**config.mk**
```make
export PLATFORM = sky130hd
export DESIGN_NAME = handle_table_free_list
export DESIGN_NICKNAME = d
export VERILOG_FILES = /design/src/hdl/htfl_pkg.sv /design/src/hdl/htfl_ram.sv /design/src/hdl/handle_table_free_list.sv
export SDC_FILE = /design/constraint.sdc
export NUM_CORES = 1
export LEC_CHECK = 0
export ABC_AREA = 1
export BUFFER_PORTS_ARGS = -buffer_cell sky130_fd_sc_hd__buf_2
export CORE_UTILIZATION = 47
export DETAILED_ROUTE_END_ITERATION = 8
export PLACE_DENSITY = 0.67
export SLEW_MARGIN = 20
export SYNTH_ARGS = -nofsm -noshare
export SYNTH_HDL_FRONTEND = slang
export SYNTH_SLANG_ARGS = --single-unit
```
**constraint.sdc**
```tcl
create_clock -name clk -period 5.17 [get_ports clk]
set_input_delay 0.7755 -clock clk [delete_from_list [all_inputs] [get_ports clk]]
set_output_delay 0.7755 -clock clk [all_outputs]
set_load 0.03 [all_outputs]
```
**src/hdl/htfl_pkg.sv**
```systemverilog
// Shared constants and codes for the handle table with its embedded free list.
// Used by handle_table_free_list; the generic RAM htfl_ram is independent of it.
`default_nettype none

package htfl_pkg;

  localparam int CAPACITY  = 16;
  localparam int REF_WIDTH = 32;

  localparam int IDX_W    = $clog2(CAPACITY);
  localparam int CNT_W    = $clog2(CAPACITY + 1);
  localparam int ACTION_W = 2;
  localparam int HANDLE_W = 5;
  localparam int STATUS_W = 2;

  localparam int IN_BITS   = ACTION_W + HANDLE_W + REF_WIDTH;
  localparam int IN_DATA_W = ((IN_BITS + 7) / 8) * 8;
  localparam int OUT_BITS  = HANDLE_W + REF_WIDTH + STATUS_W + CNT_W;
  localparam int OUT_DATA_W = ((OUT_BITS + 7) / 8) * 8;

  typedef enum logic [ACTION_W-1:0] {
    ACT_RESERVE = 2'd0,
    ACT_RELEASE = 2'd1,
    ACT_LOOKUP  = 2'd2,
    ACT_NONE    = 2'd3
  } action_t;

  typedef enum logic [STATUS_W-1:0] {
    STAT_OK         = 2'd0,
    STAT_FULL       = 2'd1,
    STAT_BAD_HANDLE = 2'd2
  } status_t;

endpackage

`default_nettype wire

```
**src/hdl/htfl_ram.sv**
```systemverilog
// Generic single-port-write, single-port-read RAM with a registered read.
// Depends on nothing; the contents are not reset.
`default_nettype none

module htfl_ram #(
  parameter int WIDTH = 32,
  parameter int DEPTH = 16
) (
  input  wire logic                     clk,
  input  wire logic                     we,
  input  wire logic [$clog2(DEPTH)-1:0] waddr,
  input  wire logic [WIDTH-1:0]         wdata,
  input  wire logic                     re,
  input  wire logic [$clog2(DEPTH)-1:0] raddr,
  output logic      [WIDTH-1:0]         rdata
);

  logic [WIDTH-1:0] mem [DEPTH];

  always_ff @(posedge clk) begin
    if (we) begin
      mem[waddr] <= wdata;
    end
    if (re) begin
      rdata <= mem[raddr];
    end
  end

endmodule

`default_nettype wire

```
**src/hdl/handle_table_free_list.sv**
```systemverilog
// Top level of the handle table: request and result channels, control FSM and
// free-list bookkeeping. Depends on htfl_pkg and the entry memory htfl_ram.
//
// Usage: a request arrives on the s_ group (action, handle, reference) and
// produces exactly one result on the m_ group (granted handle, looked-up
// reference, status, handles in use). Reserve pops the head of the free list
// and grants a one-based handle, release pushes the entry back on the head,
// lookup returns the entry's contents.
// The request is registered when it is taken, and the result is registered
// at the end of the execute step. Requests do not overlap: a new one is taken
// only when idle, as the entry memory's registered read of the next-free link
// (or of the looked-up entry) must come before the entry can be updated.
// The result register decouples the channels: a new request is taken while
// an earlier result still waits. If the receiver stalls with a result held,
// the next request waits in the execute step until the result is taken.
// Reset: synchronous. All entries become free and chained in order, the
// free-list head points at entry 0 and no handle is in use. No clearing pass
// is needed; per-entry valid bits supply the reset contents.
`default_nettype none

module handle_table_free_list
  import htfl_pkg::*;
(
  input  wire logic                  clk,
  input  wire logic                  rst,
  input  wire logic                  s_tvalid,
  output logic                       s_tready,
  // action [1:0], handle [6:2], reference [38:7], zero fill above
  input  wire logic [IN_DATA_W-1:0]  s_tdata,
  output logic                       m_tvalid,
  input  wire logic                  m_tready,
  // out_handle [4:0], out_reference [36:5], status [38:37], in_use [43:39],
  // zero fill above
  output logic      [OUT_DATA_W-1:0] m_tdata
);

  typedef enum logic {ST_IDLE, ST_EXEC} state_t;

  state_t               state;
  action_t              act_q;
  logic [HANDLE_W-1:0]  handle_q;
  logic [REF_WIDTH-1:0] ref_q;
  logic [IDX_W-1:0]     rd_idx;
  logic                 rd_valid;
  logic [CNT_W-1:0]     free_head;
  logic [CNT_W-1:0]     used_count;
  logic [CAPACITY-1:0]  entry_valid;

  logic [HANDLE_W-1:0]  res_handle;
  logic [REF_WIDTH-1:0] res_ref;
  status_t              res_status;

  logic                 s_accept;
  logic                 exec_go;
  logic [IDX_W-1:0]     req_idx;
  action_t              req_act;
  logic [HANDLE_W-1:0]  req_handle;
  logic [REF_WIDTH-1:0] ram_rdata;
  logic [REF_WIDTH-1:0] entry_data;
  logic                 ram_we;
  logic [REF_WIDTH-1:0] ram_wdata;
  logic [CNT_W-1:0]     free_head_next;
  logic [CNT_W-1:0]     used_count_next;
  logic [HANDLE_W-1:0]  res_handle_next;
  logic [REF_WIDTH-1:0] res_ref_next;
  status_t              res_status_next;
  logic                 bad_handle;

  assign s_tready = (state == ST_IDLE);
  assign s_accept = s_tvalid && s_tready;
  assign exec_go  = (state == ST_EXEC) && (!m_tvalid || m_tready);

  assign req_act    = action_t'(s_tdata[ACTION_W-1:0]);
  assign req_handle = s_tdata[ACTION_W +: HANDLE_W];
  // Reserve reads the head entry for its link, the others the handle's entry.
  assign req_idx    = (req_act == ACT_RESERVE) ? free_head[IDX_W-1:0]
                                               : IDX_W'(req_handle - HANDLE_W'(1));

  htfl_ram #(
    .WIDTH (REF_WIDTH),
    .DEPTH (CAPACITY)
  ) u_entry_ram (
    .clk   (clk),
    .we    (ram_we),
    .waddr (rd_idx),
    .wdata (ram_wdata),
    .re    (s_accept),
    .raddr (req_idx),
    .rdata (ram_rdata)
  );

  // An entry never written since reset still holds its reset link, index+1.
  assign entry_data = rd_valid ? ram_rdata
                               : REF_WIDTH'({1'b0, rd_idx}) + REF_WIDTH'(1);

  assign bad_handle = (handle_q == '0) || (handle_q > HANDLE_W'(CAPACITY));

  always_comb begin
    ram_we          = 1'b0;
    ram_wdata       = ref_q;
    free_head_next  = free_head;
    used_count_next = used_count;
    res_handle_next = '0;
    res_ref_next    = '0;
    res_status_next = STAT_OK;
    unique case (act_q)
      ACT_RESERVE: begin
        if (used_count >= CNT_W'(CAPACITY) || free_head >= CNT_W'(CAPACITY)) begin
          res_status_next = STAT_FULL;
        end else begin
          ram_we          = exec_go;
          ram_wdata       = ref_q;
          free_head_next  = (entry_data >= REF_WIDTH'(CAPACITY)) ? CNT_W'(CAPACITY)
                                                                 : entry_data[CNT_W-1:0];
          used_count_next = used_count + CNT_W'(1);
          res_handle_next = HANDLE_W'({1'b0, rd_idx}) + HANDLE_W'(1);
        end
      end
      ACT_RELEASE: begin
        if (bad_handle || used_count == '0) begin
          res_status_next = STAT_BAD_HANDLE;
        end else begin
          ram_we          = exec_go;
          ram_wdata       = REF_WIDTH'(free_head);
          free_head_next  = CNT_W'(rd_idx);
          used_count_next = used_count - CNT_W'(1);
        end
      end
      ACT_LOOKUP: begin
        if (bad_handle) begin
          res_status_next = STAT_BAD_HANDLE;
        end else begin
          res_ref_next = entry_data;
        end
      end
      ACT_NONE: begin
      end
    endcase
  end

  always_ff @(posedge clk) begin
    if (rst) begin
      state       <= ST_IDLE;
      m_tvalid    <= 1'b0;
      free_head   <= '0;
      used_count  <= '0;
      entry_valid <= '0;
    end else begin
      if (m_tvalid && m_tready && !exec_go) begin
        m_tvalid <= 1'b0;
      end
      unique case (state)
        ST_IDLE: begin
          if (s_accept) begin
            act_q    <= req_act;
            handle_q <= req_handle;
            ref_q    <= s_tdata[ACTION_W + HANDLE_W +: REF_WIDTH];
            rd_idx   <= req_idx;
            rd_valid <= entry_valid[req_idx];
            state    <= ST_EXEC;
          end
        end
        ST_EXEC: begin
          if (exec_go) begin
            free_head  <= free_head_next;
            used_count <= used_count_next;
            if (ram_we) begin
              entry_valid[rd_idx] <= 1'b1;
            end
            res_handle <= res_handle_next;
            res_ref    <= res_ref_next;
            res_status <= res_status_next;
            m_tvalid   <= 1'b1;
            state      <= ST_IDLE;
          end
        end
      endcase
    end
  end

  assign m_tdata = OUT_DATA_W'({used_count, res_status, res_ref, res_handle});

`ifndef NO_ASSERTIONS
  a_count_bound: assert property (@(posedge clk) disable iff (rst)
    used_count <= CNT_W'(CAPACITY))
    else $error("handles in use exceed the table capacity");

  a_write_in_exec: assert property (@(posedge clk) disable iff (rst)
    ram_we |-> (state == ST_EXEC) && exec_go)
    else $error("entry memory written outside the execute step");

  a_accept_exec: assert property (@(posedge clk) disable iff (rst)
    s_accept |=> (state == ST_EXEC))
    else $error("accepted request did not enter the execute step");

  a_idle_count: assert property (@(posedge clk) disable iff (rst)
    (state == ST_IDLE) && !$past(rst) |=> $stable(used_count) || exec_go)
    else $error("handle count changed without a request being executed");

  a_grant_ok: assert property (@(posedge clk) disable iff (rst)
    m_tvalid && (res_handle != '0) |-> (res_status == STAT_OK))
    else $error("granted handle carries a failure status");
`endif

endmodule

`default_nettype wire
```
==> impl_results.md <==
- CTS tree: yes
- DRC Markers: 0
- NumNets Final: approximately 2.7k
- Total Routing Usage GR: 0.222
- Setup total negative slack: 0 ns
- Gr ovfl total: 0
- CP Data Required Time: 5.45 ns
- Switching power: around 2.7 mW
- Largest net degree at the start of global routing: 204
- Die X-Extent: between 200 and 250 um
- First-pass DRT Iterations: 8
- Endpoints failing hold: 0
- Root Buffer: clkbuf_16
- Initial DRC Count: approximately 1.8k
- Layout cells sized above 1: 0.0914
- Routability congestion estimate: 0.842
- Setup Buffers After CTS: 0
- # rows: 88
- Core Box Area: 57800 sq um
- Ys async rst share: 0
- Crit-path slowest cell: nand2_1
- Worst EP arrival: 4.13 ns
- Internal power: 9.01 mW
- Post-CTS Resized: 0
- Max Buffers Root-to-Sink: 3
- Clk_skew: roughly 0.027 ns
- Relative slew slack: 0.234
- Comb pwr share: 0.081
- Initial antenna violation count: 0
- Leakage dissipation: about 13 nW
- Commonest non-fill, non-tap cell in the layout: nand2_1
- Chip Height: between 200 and 250 um
- Final WL: between 60000 and 70000 um
- Final Slew Violations: 0
- Avg Cell Area, Syn: 10.6 sq um
- Worst Setup Start Kind: flop
- Global-route wire length before repair: 99200 um
- Crit. End Element: flop
- Final Cycle Share: 0.745
- I/O pin total: 94
- Flop pwr share: 0.505
- Crit Path Category: flop to flop
- Via count: 18.2k
- Routed WL per cell: 18.9 um
- # setup viols final: 0
- RSZ-0062 raised after global routing: false
- Yosys cell types: 27
- EDFF count, synth: 627
- Routed Antenna Nets: 0
- Fmax: 0.260 GHz
- Initial Utilization: 0.476
- #FFs+latches synth: 655
- Vias in the first global route: ~17k
- Clock power frac: 0.413
- Buf/Inv on CP: 4
- Critical path fanouts, max: 22
- Sw Share: 0.233
- Diodes inserted: 0
- Fraction of the yosys area taken by sequential cells: 0.705
- Hold Buf Count CTS: 0
- Top Family by Delay on Critical Path: simple AND/OR/NAND/NOR gates
- Clk_lat worst skew: 0.61 ns
- Maxcap violations: 0
- HP Class: input pin to flop
- Num Clock Sinks: 655
- DP Area: 28700 sq um
- Post-Syn Area: 27500 sq um
- Max stage delay on crit path: 0.76 ns
- Cell breakdown of the critical path: inv_1 > nand2_1 > inv_2 > nand4_1 > nand2_1 > nand3_1 > inv_2 > buf_4
- Syn Inst Count: 2602
- Area grow syn2layout: 12.5%
- HPWL after DPL: 33200 um
- Final instance area: approximately 31000 sq um
- Most frequent cells in the layout: 918 x nand2_1, 627 x edfxtp_1, 370 x nand3_1
- YS warnings: 0
- Max VDD drop: 0.000215 V
- H-tree Lvls: 3
- Input/output buffers: 88
- Avg Vias per Cell: 5.22
- # fillers: between 4k and 5k
- Status: completed
- CTS Buf Count: 70
- Clock-pin slew on the worst setup and hold paths: 0.06 ns
- Worst-Margin Slew: 1.15 ns
- Crit path time final: 3.85 ns
- PwrDens: 380 nW/um^2
- Die footprint: 59500 sq um
- Main synth FF type: edfxtp_1
==> cell type report <==
| class | count | area [sq um] | area share |
|---|---|---|---|
| well taps | 765 | 957 | 0.0309 |
| clock inverters | 28 | 267 | 0.00862 |
| repair buffers | 122 | 746 | 0.0241 |
| flip-flops and latches | 655 | 19400 | 0.627 |
| multi-input cells | 1476 | 6290 | 0.203 |
| clock buffers | 94 | 1960 | 0.0632 |
| inverters | 349 | 1320 | 0.0428 |
==> state kept, by name (all words and copies together) (netlist names) <==
| name | flops |
|---|---|
| u_entry_ram.mem | 512 |
| ref_q | 32 |
| res_ref | 32 |
| u_entry_ram.rdata | 32 |
| entry_valid | 16 |
| free_head | 5 |
| handle_q | 5 |
| res_handle | 5 |
| used_count | 5 |
| rd_idx | 4 |
| act_q | 2 |
| res_status | 2 |
| m_tvalid | 1 |
| rd_valid | 1 |
| state | 1 |
==> logic make-up (layout without fill, tap and decap cells) <==
kind of cell,after synthesis,after routing,synth area share
flip-flops,655,655,0.705
XOR/XNOR,5,5,0.00159
other,1,4,0.000136
buffers and inverters,474,593,0.0696
AND/OR/NAND/NOR,1424,1424,0.213
AO/OA/AOI/OAI,34,34,0.00655
adder cells (fa/ha/maj),9,9,0.00437
==> per-layer routing <==
metal	vias up	global-route usage	part of all wire
met5	-	0	0
met4	0	0.0778	0.029
met3	138	0.0328	0.079
met2	788	0.358	0.46
met1	8675	0.306	0.43
li1	8618	-	-
==> cells in the mapped netlist, types with 4 or more instances <==
master	instances	share of area
o21ai_0	7	0.0013
clkbuf_1	23	0.0031
nand4_1	7	0.0016
buf_1	5	0.00068
a21oi_1	22	0.0040
nand3_1	370	0.067
edfxtp_1	627	0.68
or2_2	4	0.00091
buf_4	5	0.0014
dfxtp_1	28	0.020
nand2_1	919	0.13
buf_2	92	0.017
nor2_1	119	0.016
ha_1	8	0.0036
inv_1	343	0.047
==> path summary, 6_finish.rpt <==
| path | start | to | slack, ns | cells after the start |
|---|---|---|---|---|
| setup reg to reg | act_q[1]$_DFFE_PP_ | u_entry_ram.mem[13][13]$_DFFE_PP_ | 1.32 | 8 |
| hold reg to reg | entry_valid[2]$_SDFFE_PP0P_ | entry_valid[2]$_SDFFE_PP0P_ | 0.46 | 2 |
| setup / recovery | act_q[1]$_DFFE_PP_ | u_entry_ram.mem[13][13]$_DFFE_PP_ | 1.32 | 8 |
| hold / removal | s_tdata[14] | ref_q[7]$_DFFE_PP_ | 0.35 | 1 |
==> metrics by stage <==
step	setup slack, ns	power (mW)	std cells	hold slack (ns)	utilization
2_1_floorplan	1.09	6.69	2605	0.436	-
3_3_place_gp	1.50	6.97	3367	0.444	0.496
3_5_place_dp	1.37	6.99	3367	0.452	0.496
4_1_cts	1.36	11.8	3489	0.322	0.535
5_1_grt	1.06	12.1	3489	0.323	0.535
6_report	1.32	11.7	3489	0.350	0.535
==> power groups by stage <==
stage          clock network [mW]  registers, mW  logic [mW]
6_report                     4.85           5.94       0.956
5_1_grt                      5.11           5.94        1.05
4_1_cts                      4.92           5.93       0.951
3_5_place_dp                    0           6.05       0.948
3_3_place_gp                    0           6.04       0.927
2_1_floorplan                   0           6.05       0.644
Note: power is estimated with default switching activity, not from simulation.
